==> src/sv/expression_tokenizer_defines.svh <==
// ----------------------------------------------------------------------------
// Expression tokenizer assertion macros
// Shared helpers for the concurrent checks in the tokenizer RTL.
// ----------------------------------------------------------------------------
`ifndef EXPRESSION_TOKENIZER_DEFINES_SVH
`define EXPRESSION_TOKENIZER_DEFINES_SVH

// Same-cycle implication, sampled on every rising edge outside reset.
`define ET_ASSERT_NOW(label, ante, cons, msg) \
  label: assert property (@(posedge clk) disable iff (!rst_n) (ante) |-> (cons)) \
    else $error(msg);

// Next-cycle implication, sampled on every rising edge outside reset.
`define ET_ASSERT_NEXT(label, ante, cons, msg) \
  label: assert property (@(posedge clk) disable iff (!rst_n) (ante) |=> (cons)) \
    else $error(msg);

`endif

==> src/sv/exptok_pkg.sv <==
// ----------------------------------------------------------------------------
// Expression tokenizer package
// Widths, character codes, keyword patterns and the types shared by the
// classifier, the request queue and the scanner.
// ----------------------------------------------------------------------------
package exptok_pkg;

  // Field and state widths.
  localparam int POS_W    = 16;
  localparam int LEN_W    = 16;
  localparam int MANT_W   = 48;
  localparam int SCALE_W  = 8;
  localparam int KW_BYTES = 5;
  localparam int KW_W     = KW_BYTES * 8;

  // Queue between classifier and scanner.
  localparam int QUEUE_DEPTH = 4;
  localparam int QUEUE_AW    = $clog2(QUEUE_DEPTH);
  localparam int QUEUE_CW    = $clog2(QUEUE_DEPTH + 1);

  localparam logic [LEN_W-1:0]   LEN_MAX   = '1;
  localparam logic [SCALE_W-1:0] SCALE_MAX = '1;
  localparam logic [MANT_W-1:0]  MANT_MAX  = '1;

  // Character codes.
  localparam logic [7:0] CH_TAB    = 8'h09;
  localparam logic [7:0] CH_CR     = 8'h0D;
  localparam logic [7:0] CH_SPACE  = 8'h20;
  localparam logic [7:0] CH_BANG   = 8'h21;
  localparam logic [7:0] CH_PCT    = 8'h25;
  localparam logic [7:0] CH_LPAREN = 8'h28;
  localparam logic [7:0] CH_RPAREN = 8'h29;
  localparam logic [7:0] CH_STAR   = 8'h2A;
  localparam logic [7:0] CH_PLUS   = 8'h2B;
  localparam logic [7:0] CH_MINUS  = 8'h2D;
  localparam logic [7:0] CH_DOT    = 8'h2E;
  localparam logic [7:0] CH_SLASH  = 8'h2F;
  localparam logic [7:0] CH_ZERO   = 8'h30;
  localparam logic [7:0] CH_NINE   = 8'h39;
  localparam logic [7:0] CH_LT     = 8'h3C;
  localparam logic [7:0] CH_EQ     = 8'h3D;
  localparam logic [7:0] CH_GT     = 8'h3E;
  localparam logic [7:0] CH_UP_A   = 8'h41;
  localparam logic [7:0] CH_UP_Z   = 8'h5A;
  localparam logic [7:0] CH_UNDER  = 8'h5F;
  localparam logic [7:0] CH_LO_A   = 8'h61;
  localparam logic [7:0] CH_LO_Z   = 8'h7A;

  // Keywords, first character in the low byte.
  localparam logic [KW_W-1:0] KW_AND   = 40'h00_0064_6E61;
  localparam logic [KW_W-1:0] KW_OR    = 40'h00_0000_726F;
  localparam logic [KW_W-1:0] KW_NOT   = 40'h00_0074_6F6E;
  localparam logic [KW_W-1:0] KW_TRUE  = 40'h00_6575_7274;
  localparam logic [KW_W-1:0] KW_FALSE = 40'h65_736C_6166;

  typedef enum logic [4:0] {
    TK_EOF     = 5'd0,
    TK_NUMBER  = 5'd1,
    TK_IDENT   = 5'd2,
    TK_PLUS    = 5'd3,
    TK_MINUS   = 5'd4,
    TK_STAR    = 5'd5,
    TK_SLASH   = 5'd6,
    TK_PERCENT = 5'd7,
    TK_LPAREN  = 5'd8,
    TK_RPAREN  = 5'd9,
    TK_ASSIGN  = 5'd10,
    TK_AND     = 5'd11,
    TK_OR      = 5'd12,
    TK_NOT     = 5'd13,
    TK_LT      = 5'd14,
    TK_GT      = 5'd15,
    TK_LE      = 5'd16,
    TK_GE      = 5'd17,
    TK_EQ_EQ   = 5'd18,
    TK_NE      = 5'd19,
    TK_TRUE    = 5'd20,
    TK_FALSE   = 5'd21,
    TK_ERROR   = 5'd22
  } token_kind_t;

  typedef enum logic [1:0] {
    MODE_IDLE,
    MODE_NUM,
    MODE_WORD,
    MODE_OP
  } scan_mode_t;

  // Character classes resolved by the front end.
  typedef enum logic [3:0] {
    CC_SPACE,
    CC_DIGIT,
    CC_DOT,
    CC_ALPHA,
    CC_EQ,
    CC_REL,
    CC_SINGLE,
    CC_BAD,
    CC_END
  } char_class_t;

  typedef struct packed {
    logic [7:0] char_code;
    logic       end_of_source;
  } src_item_t;

  typedef struct packed {
    token_kind_t        token_kind;
    logic [POS_W-1:0]   token_start;
    logic [LEN_W-1:0]   token_length;
    logic [MANT_W-1:0]  number_mantissa;
    logic [SCALE_W-1:0] number_scale;
    logic               number_saturated;
    logic [7:0]         bad_char;
    logic               last;
  } token_t;

  typedef struct packed {
    logic [7:0]  char_code;
    char_class_t cls;
    token_kind_t op_kind;
  } queue_entry_t;

endpackage

==> src/sv/expression_tokenizer.sv <==
// ----------------------------------------------------------------------------
// Expression tokenizer
// Byte-stream lexer for a small expression language.
// ----------------------------------------------------------------------------
// Takes one source byte per request and sustains one request per cycle
// while out_ready is held and the spill slot is empty; a request that
// yields two tokens (a pending token plus an operator, an error or end of
// source) holds the scanner while the second token drains from the spill
// slot. A request is registered in the four-entry request queue, then in
// the scanner's output register, where its first token is presented.
// Numbers arrive as a decimal mantissa and a count of fraction digits,
// identifiers as start position and length. An error token halts the
// block until reset; requests are still accepted and dropped.
`include "expression_tokenizer_defines.svh"

module expression_tokenizer (
  input  logic                  clk,
  input  logic                  rst_n,
  input  logic                  in_valid,
  output logic                  in_ready,
  input  exptok_pkg::src_item_t in_data,
  output logic                  out_valid,
  input  logic                  out_ready,
  output exptok_pkg::token_t    out_data
);
  import exptok_pkg::*;

  queue_entry_t class_entry;
  queue_entry_t head_entry;
  logic         queue_full;
  logic         queue_empty;
  logic         head_pop;
  logic         eof_shown;
  logic         non_num_shown;
  logic         no_num_fields;
  logic         error_taken;

  assign in_ready = !queue_full;

  // Front end: classify the incoming byte.
  exptok_classify u_classify (
    .item  (in_data),
    .entry (class_entry)
  );

  // Request queue between the two halves.
  exptok_fifo u_fifo (
    .clk       (clk),
    .rst_n     (rst_n),
    .push      (in_valid),
    .push_data (class_entry),
    .full      (queue_full),
    .pop       (head_pop),
    .pop_data  (head_entry),
    .empty     (queue_empty)
  );

  // Back end: scan state and token delivery.
  exptok_scan u_scan (
    .clk         (clk),
    .rst_n       (rst_n),
    .entry_valid (!queue_empty),
    .entry       (head_entry),
    .entry_pop   (head_pop),
    .out_valid   (out_valid),
    .out_ready   (out_ready),
    .out_data    (out_data)
  );

  // Terms used by the checks below.
  assign eof_shown     = out_valid && out_data.token_kind == TK_EOF;
  assign non_num_shown = out_valid && out_data.token_kind != TK_NUMBER;
  assign no_num_fields = out_data.number_scale == '0 && !out_data.number_saturated;
  assign error_taken   = out_valid && out_ready && out_data.token_kind == TK_ERROR;

  // End of source is always the final token of its request.
  `ET_ASSERT_NOW(a_eof_last, eof_shown, out_data.last, "eof token without last")

  // Only numbers carry a scale or a saturation flag.
  `ET_ASSERT_NOW(a_scale_num, non_num_shown, no_num_fields, "scale on non-number")

  // Nothing follows a delivered error token until reset.
  `ET_ASSERT_NEXT(a_halt_quiet, error_taken, !out_valid, "token after error")

endmodule

==> src/sv/exptok_classify.sv <==
// ----------------------------------------------------------------------------
// Expression tokenizer character classifier
// Sorts each incoming request into a character class and resolves the
// token kind of single-character operators.
// ----------------------------------------------------------------------------
module exptok_classify (
  input  exptok_pkg::src_item_t    item,
  output exptok_pkg::queue_entry_t entry
);
  import exptok_pkg::*;

  logic [7:0] c;

  assign c = item.char_code;

  // Class decode, end marker first.
  always_comb begin
    entry.char_code = c;
    entry.op_kind   = TK_ERROR;
    entry.cls       = CC_BAD;
    if (item.end_of_source) begin
      entry.cls = CC_END;
    end else if (c == CH_SPACE || (c >= CH_TAB && c <= CH_CR)) begin
      entry.cls = CC_SPACE;
    end else if (c >= CH_ZERO && c <= CH_NINE) begin
      entry.cls = CC_DIGIT;
    end else if (c == CH_DOT) begin
      entry.cls = CC_DOT;
    end else if ((c >= CH_LO_A && c <= CH_LO_Z) || (c >= CH_UP_A && c <= CH_UP_Z) ||
                 c == CH_UNDER) begin
      entry.cls = CC_ALPHA;
    end else if (c == CH_EQ) begin
      entry.cls = CC_EQ;
    end else if (c == CH_BANG || c == CH_LT || c == CH_GT) begin
      entry.cls = CC_REL;
    end else begin
      entry.cls = CC_SINGLE;
      unique case (c)
        CH_PLUS:   entry.op_kind = TK_PLUS;
        CH_MINUS:  entry.op_kind = TK_MINUS;
        CH_STAR:   entry.op_kind = TK_STAR;
        CH_SLASH:  entry.op_kind = TK_SLASH;
        CH_PCT:    entry.op_kind = TK_PERCENT;
        CH_LPAREN: entry.op_kind = TK_LPAREN;
        CH_RPAREN: entry.op_kind = TK_RPAREN;
        default:   entry.cls     = CC_BAD;
      endcase
    end
  end

endmodule

==> src/sv/exptok_fifo.sv <==
// ----------------------------------------------------------------------------
// Expression tokenizer request queue
// Small register FIFO that decouples the classifier from the scanner.
// ----------------------------------------------------------------------------
module exptok_fifo (
  input  logic                     clk,
  input  logic                     rst_n,
  input  logic                     push,
  input  exptok_pkg::queue_entry_t push_data,
  output logic                     full,
  input  logic                     pop,
  output exptok_pkg::queue_entry_t pop_data,
  output logic                     empty
);
  import exptok_pkg::*;

  localparam logic [QUEUE_AW-1:0] LAST_IDX = QUEUE_AW'(QUEUE_DEPTH - 1);

  queue_entry_t        mem_r [QUEUE_DEPTH];
  logic [QUEUE_AW-1:0] wr_ptr_r, wr_ptr_nxt;
  logic [QUEUE_AW-1:0] rd_ptr_r, rd_ptr_nxt;
  logic [QUEUE_CW-1:0] count_r, count_nxt;
  logic                do_push, do_pop;

  assign full     = (count_r == QUEUE_CW'(QUEUE_DEPTH));
  assign empty    = (count_r == '0);
  assign pop_data = mem_r[rd_ptr_r];
  assign do_push  = push && !full;
  assign do_pop   = pop && !empty;

  // Pointer and occupancy update.
  always_comb begin
    wr_ptr_nxt = wr_ptr_r;
    rd_ptr_nxt = rd_ptr_r;
    count_nxt  = count_r;
    if (do_push) begin
      wr_ptr_nxt = (wr_ptr_r == LAST_IDX) ? '0 : wr_ptr_r + QUEUE_AW'(1);
    end
    if (do_pop) begin
      rd_ptr_nxt = (rd_ptr_r == LAST_IDX) ? '0 : rd_ptr_r + QUEUE_AW'(1);
    end
    if (do_push && !do_pop) begin
      count_nxt = count_r + QUEUE_CW'(1);
    end else if (do_pop && !do_push) begin
      count_nxt = count_r - QUEUE_CW'(1);
    end
  end

  always_ff @(posedge clk) begin
    if (!rst_n) begin
      wr_ptr_r <= '0;
      rd_ptr_r <= '0;
      count_r  <= '0;
    end else begin
      wr_ptr_r <= wr_ptr_nxt;
      rd_ptr_r <= rd_ptr_nxt;
      count_r  <= count_nxt;
    end
  end

  // Storage needs no reset.
  always_ff @(posedge clk) begin
    if (do_push) begin
      mem_r[wr_ptr_r] <= push_data;
    end
  end

endmodule

==> src/sv/exptok_scan.sv <==
// ----------------------------------------------------------------------------
// Expression tokenizer scanner
// Holds the scan state, builds numbers, words and operators, and delivers
// up to two tokens per request through an output register and a spill slot.
// ----------------------------------------------------------------------------
module exptok_scan (
  input  logic                     clk,
  input  logic                     rst_n,
  input  logic                     entry_valid,
  input  exptok_pkg::queue_entry_t entry,
  output logic                     entry_pop,
  output logic                     out_valid,
  input  logic                     out_ready,
  output exptok_pkg::token_t       out_data
);
  import exptok_pkg::*;

  // Scan state.
  scan_mode_t                   mode_r, mode_nxt;
  logic [POS_W-1:0]             pos_r, pos_nxt;
  logic [POS_W-1:0]             begin_r, begin_nxt;
  logic [LEN_W-1:0]             run_len_r, run_len_nxt;
  logic [KW_BYTES-1:0][7:0]     kw_buf_r, kw_buf_nxt;
  logic [MANT_W-1:0]            mant_r, mant_nxt;
  logic [SCALE_W-1:0]           frac_r, frac_nxt;
  logic [1:0]                   dots_r, dots_nxt;
  logic [7:0]                   pend_op_r, pend_op_nxt;
  logic                         ovf_r, ovf_nxt;
  logic                         halted_r, halted_nxt;

  // Output register and spill slot.
  logic                         out_v_r;
  token_t                       out_data_r;
  logic                         spill_v_r;
  token_t                       spill_data_r;

  // Per-request working signals.
  logic                         can_take;
  logic [LEN_W-1:0]             len_inc;
  logic [MANT_W+3:0]            mant_x10;
  logic                         mant_over;
  token_kind_t                  word_kind;
  token_t                       flush_tok;
  logic                         flush_v;
  logic                         flush_halt;
  logic                         use_flush;
  token_t                       new_tok;
  logic                         new_v;
  token_t                       tok_a, tok_b;
  logic                         a_v, b_v;

  assign can_take  = !spill_v_r && (!out_v_r || out_ready);
  assign entry_pop = entry_valid && can_take;
  assign out_valid = out_v_r;
  assign out_data  = out_data_r;

  // Saturating length count.
  assign len_inc = (run_len_r == LEN_MAX) ? run_len_r : run_len_r + LEN_W'(1);

  // Mantissa times ten plus the new digit, checked against the clamp value.
  assign mant_x10  = ({4'b0, mant_r} << 3) + ({4'b0, mant_r} << 1) +
                     (MANT_W + 4)'(entry.char_code[3:0]);
  assign mant_over = |mant_x10[MANT_W+3:MANT_W];

  // Keyword match on a finished word.
  always_comb begin
    word_kind = TK_IDENT;
    if (run_len_r == LEN_W'(3) && kw_buf_r == KW_AND) begin
      word_kind = TK_AND;
    end else if (run_len_r == LEN_W'(2) && kw_buf_r == KW_OR) begin
      word_kind = TK_OR;
    end else if (run_len_r == LEN_W'(3) && kw_buf_r == KW_NOT) begin
      word_kind = TK_NOT;
    end else if (run_len_r == LEN_W'(4) && kw_buf_r == KW_TRUE) begin
      word_kind = TK_TRUE;
    end else if (run_len_r == LEN_W'(5) && kw_buf_r == KW_FALSE) begin
      word_kind = TK_FALSE;
    end
  end

  // Token for whatever is pending when a request ends it.
  always_comb begin
    flush_tok              = '0;
    flush_tok.token_start  = begin_r;
    flush_tok.token_length = run_len_r;
    flush_v                = (mode_r != MODE_IDLE);
    flush_halt             = 1'b0;
    unique case (mode_r)
      MODE_NUM: begin
        flush_tok.token_kind       = TK_NUMBER;
        flush_tok.number_mantissa  = mant_r;
        flush_tok.number_scale     = frac_r;
        flush_tok.number_saturated = ovf_r;
      end
      MODE_WORD: begin
        flush_tok.token_kind      = word_kind;
        flush_tok.number_mantissa = (word_kind == TK_TRUE) ? MANT_W'(1) : '0;
      end
      MODE_OP: begin
        flush_tok.token_length = LEN_W'(1);
        if (pend_op_r == CH_BANG) begin
          // A bang with no equals sign after it is an error.
          flush_tok.token_kind = TK_ERROR;
          flush_tok.bad_char   = CH_BANG;
          flush_halt           = 1'b1;
        end else if (pend_op_r == CH_EQ) begin
          flush_tok.token_kind = TK_ASSIGN;
        end else if (pend_op_r == CH_LT) begin
          flush_tok.token_kind = TK_LT;
        end else begin
          flush_tok.token_kind = TK_GT;
        end
      end
      default: begin
        flush_tok.token_kind = TK_EOF;
      end
    endcase
  end

  // Main scan step for the request at the head of the queue.
  always_comb begin
    mode_nxt    = mode_r;
    pos_nxt     = pos_r;
    begin_nxt   = begin_r;
    run_len_nxt = run_len_r;
    kw_buf_nxt  = kw_buf_r;
    mant_nxt    = mant_r;
    frac_nxt    = frac_r;
    dots_nxt    = dots_r;
    pend_op_nxt = pend_op_r;
    ovf_nxt     = ovf_r;
    halted_nxt  = halted_r;
    use_flush   = 1'b0;
    new_tok     = '0;
    new_v       = 1'b0;

    if (entry_pop && !halted_r) begin
      if (entry.cls == CC_END) begin
        // Flush, then end of source unless the flush was an error.
        use_flush = 1'b1;
        if (flush_halt) begin
          halted_nxt = 1'b1;
        end else begin
          new_v               = 1'b1;
          new_tok.token_kind  = TK_EOF;
          new_tok.token_start = pos_r;
          mode_nxt            = MODE_IDLE;
          begin_nxt           = '0;
          run_len_nxt         = '0;
          kw_buf_nxt          = '0;
          mant_nxt            = '0;
          frac_nxt            = '0;
          dots_nxt            = '0;
          pend_op_nxt         = '0;
          ovf_nxt             = 1'b0;
          pos_nxt             = '0;
        end
      end else begin
        pos_nxt = pos_r + POS_W'(1);
        if (mode_r == MODE_NUM && (entry.cls == CC_DIGIT || entry.cls == CC_DOT)) begin
          // Number continues; past the second dot only the length grows.
          run_len_nxt = len_inc;
          if (dots_r < 2'd2) begin
            if (entry.cls == CC_DOT) begin
              dots_nxt = dots_r + 2'd1;
            end else begin
              if (mant_over) begin
                mant_nxt = MANT_MAX;
                ovf_nxt  = 1'b1;
              end else begin
                mant_nxt = mant_x10[MANT_W-1:0];
              end
              if (dots_r == 2'd1 && frac_r != SCALE_MAX) begin
                frac_nxt = frac_r + SCALE_W'(1);
              end
            end
          end
        end else if (mode_r == MODE_WORD &&
                     (entry.cls == CC_ALPHA || entry.cls == CC_DIGIT)) begin
          // Word continues; only its first bytes are kept.
          if (run_len_r < LEN_W'(KW_BYTES)) begin
            kw_buf_nxt[run_len_r[2:0]] = entry.char_code;
          end
          run_len_nxt = len_inc;
        end else if (mode_r == MODE_OP && entry.cls == CC_EQ) begin
          // Two-character comparison operator.
          new_v                = 1'b1;
          new_tok.token_start  = begin_r;
          new_tok.token_length = LEN_W'(2);
          if (pend_op_r == CH_EQ) begin
            new_tok.token_kind = TK_EQ_EQ;
          end else if (pend_op_r == CH_BANG) begin
            new_tok.token_kind = TK_NE;
          end else if (pend_op_r == CH_LT) begin
            new_tok.token_kind = TK_LE;
          end else begin
            new_tok.token_kind = TK_GE;
          end
          mode_nxt    = MODE_IDLE;
          begin_nxt   = '0;
          run_len_nxt = '0;
          kw_buf_nxt  = '0;
          mant_nxt    = '0;
          frac_nxt    = '0;
          dots_nxt    = '0;
          pend_op_nxt = '0;
          ovf_nxt     = 1'b0;
        end else begin
          // The pending token ends here and this character starts anew.
          use_flush = 1'b1;
          if (flush_halt) begin
            halted_nxt = 1'b1;
          end else begin
            mode_nxt    = MODE_IDLE;
            begin_nxt   = '0;
            run_len_nxt = '0;
            kw_buf_nxt  = '0;
            mant_nxt    = '0;
            frac_nxt    = '0;
            dots_nxt    = '0;
            pend_op_nxt = '0;
            ovf_nxt     = 1'b0;
            unique case (entry.cls)
              CC_SPACE: begin
              end
              CC_DIGIT: begin
                mode_nxt    = MODE_NUM;
                begin_nxt   = pos_r;
                run_len_nxt = LEN_W'(1);
                mant_nxt    = MANT_W'(entry.char_code[3:0]);
              end
              CC_ALPHA: begin
                mode_nxt      = MODE_WORD;
                begin_nxt     = pos_r;
                run_len_nxt   = LEN_W'(1);
                kw_buf_nxt[0] = entry.char_code;
              end
              CC_EQ, CC_REL: begin
                mode_nxt    = MODE_OP;
                begin_nxt   = pos_r;
                pend_op_nxt = entry.char_code;
              end
              CC_SINGLE: begin
                new_v                = 1'b1;
                new_tok.token_kind   = entry.op_kind;
                new_tok.token_start  = pos_r;
                new_tok.token_length = LEN_W'(1);
              end
              default: begin
                // Unexpected character, including a dot outside a number.
                new_v                = 1'b1;
                new_tok.token_kind   = TK_ERROR;
                new_tok.token_start  = pos_r;
                new_tok.token_length = LEN_W'(1);
                new_tok.bad_char     = entry.char_code;
                halted_nxt           = 1'b1;
              end
            endcase
          end
        end
      end
    end
  end

  // Order the one or two tokens of this request and mark the final one.
  always_comb begin
    tok_a = new_tok;
    a_v   = new_v;
    tok_b = new_tok;
    b_v   = 1'b0;
    if (use_flush && flush_v) begin
      tok_a = flush_tok;
      a_v   = 1'b1;
      b_v   = new_v;
    end
    tok_a.last = !b_v;
    tok_b.last = 1'b1;
  end

  // Scan state registers.
  always_ff @(posedge clk) begin
    if (!rst_n) begin
      mode_r    <= MODE_IDLE;
      pos_r     <= '0;
      begin_r   <= '0;
      run_len_r <= '0;
      kw_buf_r  <= '0;
      mant_r    <= '0;
      frac_r    <= '0;
      dots_r    <= '0;
      pend_op_r <= '0;
      ovf_r     <= 1'b0;
      halted_r  <= 1'b0;
    end else begin
      mode_r    <= mode_nxt;
      pos_r     <= pos_nxt;
      begin_r   <= begin_nxt;
      run_len_r <= run_len_nxt;
      kw_buf_r  <= kw_buf_nxt;
      mant_r    <= mant_nxt;
      frac_r    <= frac_nxt;
      dots_r    <= dots_nxt;
      pend_op_r <= pend_op_nxt;
      ovf_r     <= ovf_nxt;
      halted_r  <= halted_nxt;
    end
  end

  // Output valid flags.
  always_ff @(posedge clk) begin
    if (!rst_n) begin
      out_v_r   <= 1'b0;
      spill_v_r <= 1'b0;
    end else if (spill_v_r && (!out_v_r || out_ready)) begin
      out_v_r   <= 1'b1;
      spill_v_r <= 1'b0;
    end else if (entry_pop) begin
      out_v_r   <= a_v;
      spill_v_r <= b_v;
    end else if (out_ready) begin
      out_v_r <= 1'b0;
    end
  end

  // Output payload.
  always_ff @(posedge clk) begin
    if (spill_v_r && (!out_v_r || out_ready)) begin
      out_data_r <= spill_data_r;
    end else if (entry_pop) begin
      if (a_v) begin
        out_data_r <= tok_a;
      end
      spill_data_r <= tok_b;
    end
  end

endmodule
==> config.mk <==
export PLATFORM = sky130hd
export DESIGN_NAME = expression_tokenizer
export DESIGN_NICKNAME = d
export VERILOG_FILES = /design/src/sv/exptok_pkg.sv /design/src/sv/expression_tokenizer.sv /design/src/sv/exptok_classify.sv /design/src/sv/exptok_fifo.sv /design/src/sv/exptok_scan.sv
export VERILOG_INCLUDE_DIRS = /design/src /design/src/sv
export SDC_FILE = /design/constraint.sdc
export NUM_CORES = 1
export LEC_CHECK = 0
export ABC_AREA = 1
export BUFFER_PORTS_ARGS = -buffer_cell sky130_fd_sc_hd__clkbuf_2
export CAP_MARGIN = 20
export CORE_AREA = 2 2 211 213
export CTS_CLUSTER_DIAMETER = 50
export DETAILED_ROUTE_END_ITERATION = 12
export DIE_AREA = 0 0 213 215
export HOLD_SLACK_MARGIN = 0.12
export PLACE_DENSITY_LB_ADDON = 0.08
export SLEW_MARGIN = 20
export SYNTH_ARGS = -nofsm -noshare
export SYNTH_HDL_FRONTEND = slang
export SYNTH_HIERARCHICAL = 1
export SYNTH_SLANG_ARGS = --single-unit
==> constraint.sdc <==
create_clock -name clk -period 5.66 [get_ports clk]
set_clock_uncertainty 0.15 [all_clocks]
set_input_delay 1.132 -clock clk [delete_from_list [all_inputs] [get_ports clk]]
set_output_delay 1.132 -clock clk [all_outputs]
set_load 0.005 [all_outputs]
==> results.md <==
- CP Max Fanout: 30
- H-tree levels: 2
- Synthesized area per cell: approximately 7.7 sq um
- Io pins: 118
- Lkg Pwr: 10.3 nW
- Outcome: complete, no violations
- GRT overflow: 0
- Max_slew headroom: 28.4%
- GPL Wtd Cong: 0.975
- Slew @ Worst Pin: about 1.1 ns
- Gate Count Post-Synth: 2,778
- Drt first-iter violations: 1,609
- Root Driver: clkbuf_16
- Area grow syn2layout: 12.7%
- Final Cycle Share: 80.4%
- Post-Syn Area: 21,500 sq um
- First-pass GRT wire length: 97,200 microns
- Dpl hpwl: 45,300 microns
- CP endpoint kind: flop
- FMAX: 0.220 GHz
- Sink Count: 371
- Vias in the first global route: 18,013
- Worst path cell trace: inv_2 -> o21ai_0 -> o22ai_1 -> inv_2 -> nor2_1 -> nand3_1 -> nand2_2 -> o21ai_1 -> nor2_1 -> nand2_2 -> buf_4 -> inv_1 -> nor2_1 -> a31oi_1 -> a21oi_1
- Min-delay worst type: flop to flop
- DRC: 0
- Final-report hold violation count: 0
- Largest cells by area after synthesis: edfxtp_1, dfxtp_1, nand2_1, inv_1, ha_1
- Nets@finish: ~3,000
- Hold-fix buffers at CTS: 0
- Setup-failing EPs final: 0
- Seq cells post-synth: 371
- Post-cts sizing count: 0
- Core Area: around 44,000 sq um
- Critical path launch point type: flop
- Critical path class: flop to flop
- TritonCTS buffer count: 48
- Max Cap Viol: 0
- RSZ-0062 raised after global routing: false
- Minimum clock period: 4.55 ns
- Total power: 11.0 mW
- Via Count: between 15,000 and 20,000
- Share of cells above drive strength 1: 10.5%
- Pint: 6.74 mW
- Initial Utilization: 49.3%
- Reg clk slew, reported paths: 0.06 ns
- Peak supply drop: 333 uV
- Top Usage Layer GRT: met2
- Worst path bufs/invs: 4
- Grt met3 use: around 3.6%
- Most common cell after layout, fill and taps aside: nand2_1
- Wire per inst: about 18 microns
- First-pass DRT Iterations: 6
- FP Rows: 77
- Most frequent cells in the layout: nand2_1, inv_1, nor2_1
- Total Routing Usage GR: 27.0%
- Initial antenna violation count: 0
- Asr flop ratio synth: 0%
- P_sw: 4.22 mW
- Switching share of total power: 38.5%
- Unique cell type count in the Yosys netlist: 58
- Delay-heaviest family, CP: buffers and inverters
- Largest net degree at the start of global routing: 56
- Most frequent CP cell: nor2_1
- Vias per cell: between 5 and 6
- WP data required: 5.94 ns
- Flop pwr share: between 30% and 40%
- Combinational share of power: 32.7%
- Crit path DAT: approximately 4.8 ns
- Syn_nets: 2,907
- Die Ht: 215 microns
- Full die area: between 40,000 and 50,000 sq um
- CP peak stage delay: just over 0.8 ns
- Cell accounting for the most synthesized area: edfxtp_1
- CTS tree: done
- GR Layer Usage met2: 42.7%
- Synth top area share: 28.2%
- Die Span X: roughly 210 microns
- Main synth FF type: edfxtp_1
- Number of synthesized flops with an enable pin: 202
- Layout filler cell count: about 4,200
- Clk_lat worst skew: 0.60 ns
- Final wirelength: 61,700 microns
- Post-CTS setup buffer count: 0
- Fin Setup TNS: 0 ns
- GRT met1 Usage: 38.0%
- ANT cells: 0
- Port Buffers: 117
- Ys Warns: 6
- Seq/Total Area, Yosys: 44.0%
- Clock power share: 29.4%
- Crit-path slowest cell: inv_1
- Clock Tree Buf Depth: 3
- Hold Slack: around 0.31 ns
- Pwr/cell area: between 400 and 500 nW/um^2
- Detail Route Antenna Nets: 0
- Final Max Slew Viols: 0
==> worst min-delay path: cells and delay by family (launching register included) <==
kind,cells,cell delay (ns)
buffers and inverters,1,0.06
AOI/OAI and AO/OA,1,0.06
DFF,1,0.29
==> cell families (layout without fill, tap and decap cells) <==
| family | after synthesis | in the layout | share of synthesized area [%] |
|---|---|---|---|
| AO/OA/AOI/OAI | 457 | 457 | 12.5 |
| XOR/XNOR | 32 | 32 | 1.30 |
| adder cells (fa/ha/maj) | 116 | 116 | 6.86 |
| buffers and inverters | 530 | 669 | 10.1 |
| flip-flops | 371 | 371 | 44.0 |
| AND/OR/NAND/NOR | 1272 | 1272 | 25.2 |
==> worst paths after layout <==
kind                                     startpoint                  end  slack (ns)  cells after the start
worst max-delay path                           flop     u_scan/mant_r[2]        1.11                     15
worst min-delay path            u_scan/kw_buf_r[14]  u_scan/kw_buf_r[14]        0.31                      2
worst max register to register                 flop     u_scan/mant_r[2]        1.11                     15
worst min register to register  u_scan/kw_buf_r[14]  u_scan/kw_buf_r[14]        0.31                      2
==> cell usage after synthesis, types with 5 or more instances <==
library cell,number
edfxtp_1,202
a221oi_1,7
nand2_2,10
a22oi_1,12
nor2_4,5
o21bai_1,9
a22o_1,6
nor4_1,14
xnor2_1,13
nand4_1,45
dfxtp_1,169
nand3b_1,7
o21ai_0,98
nand2_1,644
nor3_1,79
nor2_2,10
o21ai_2,12
o21ai_1,19
nor2_1,300
a211oi_1,26
clkbuf_1,33
buf_2,21
inv_2,15
ha_1,113
nand3_1,135
o211ai_1,20
buf_6,13
o22ai_1,35
a21oi_1,187
inv_1,424
xor2_1,19
buf_4,16
==> routing by layer <==
layer,wire (microns),up-vias,share of wire [%]
met5,0,-,0
met3,3640,116,5.9
met4,1770,0,2.9
li1,-,9388,-
met2,27800,609,45
met1,28600,8960,46
==> power by group through the flow <==
stage / sequential (mW) / combinational [mW] / clock, mW
global placement: 4.19 / 3.49 / 0
floorplan: 4.23 / 2.12 / 0
global route: 4.22 / 3.90 / 3.39
CTS: 4.15 / 3.56 / 3.29
finish: 4.15 / 3.58 / 3.23
detailed placement: 4.20 / 3.53 / 0
==> flip-flops by register name, indices dropped and copies added (netlist names), named ones only <==
signal / count
u_scan/out_data: 103
u_fifo/mem_r: 68
u_scan/mant_r: 48
u_scan/kw_buf_r: 40
u_scan/spill_data_r: 31
u_scan/begin_r: 16
u_scan/pos_r: 16
u_scan/run_len_r: 16
u_scan/frac_r: 8
u_scan/pend_op_r: 8
u_fifo/count_r: 3
u_fifo/rd_ptr_r: 2
u_fifo/wr_ptr_r: 2
u_scan/dots_r: 2
u_scan/mode_r: 2
u_scan/halted_r: 1
u_scan/out_valid: 1
u_scan/ovf_r: 1
u_scan/spill_v_r: 1
==> through the flow <==
step | instances | utilization [%] | worst slack (ns) | instance area (sq um)
after floorplan | 2778 | - | 0.564 | 21500
after global placement | 3419 | 51.5 | 1.30 | 22500
after detailed placement | 3419 | 51.5 | 1.20 | 22500
after CTS | 3508 | 55.4 | 1.18 | 24200
after global routing | 3509 | 55.5 | 0.734 | 24200
final | 3509 | 55.5 | 1.11 | 24200
==> layout make-up <==
cell class	count	area [sq um]	area share, %
Multi-Input combinational cell	1877	9890	40.8
Sequential cell	371	9450	39.0
Inverter	443	1670	6.90
Clock buffer	58	1320	5.46
Timing Repair Buffer	137	768	3.17
Tap cell	592	741	3.06
Clock inverter	31	379	1.57
(Power assumes the default switching activity.)
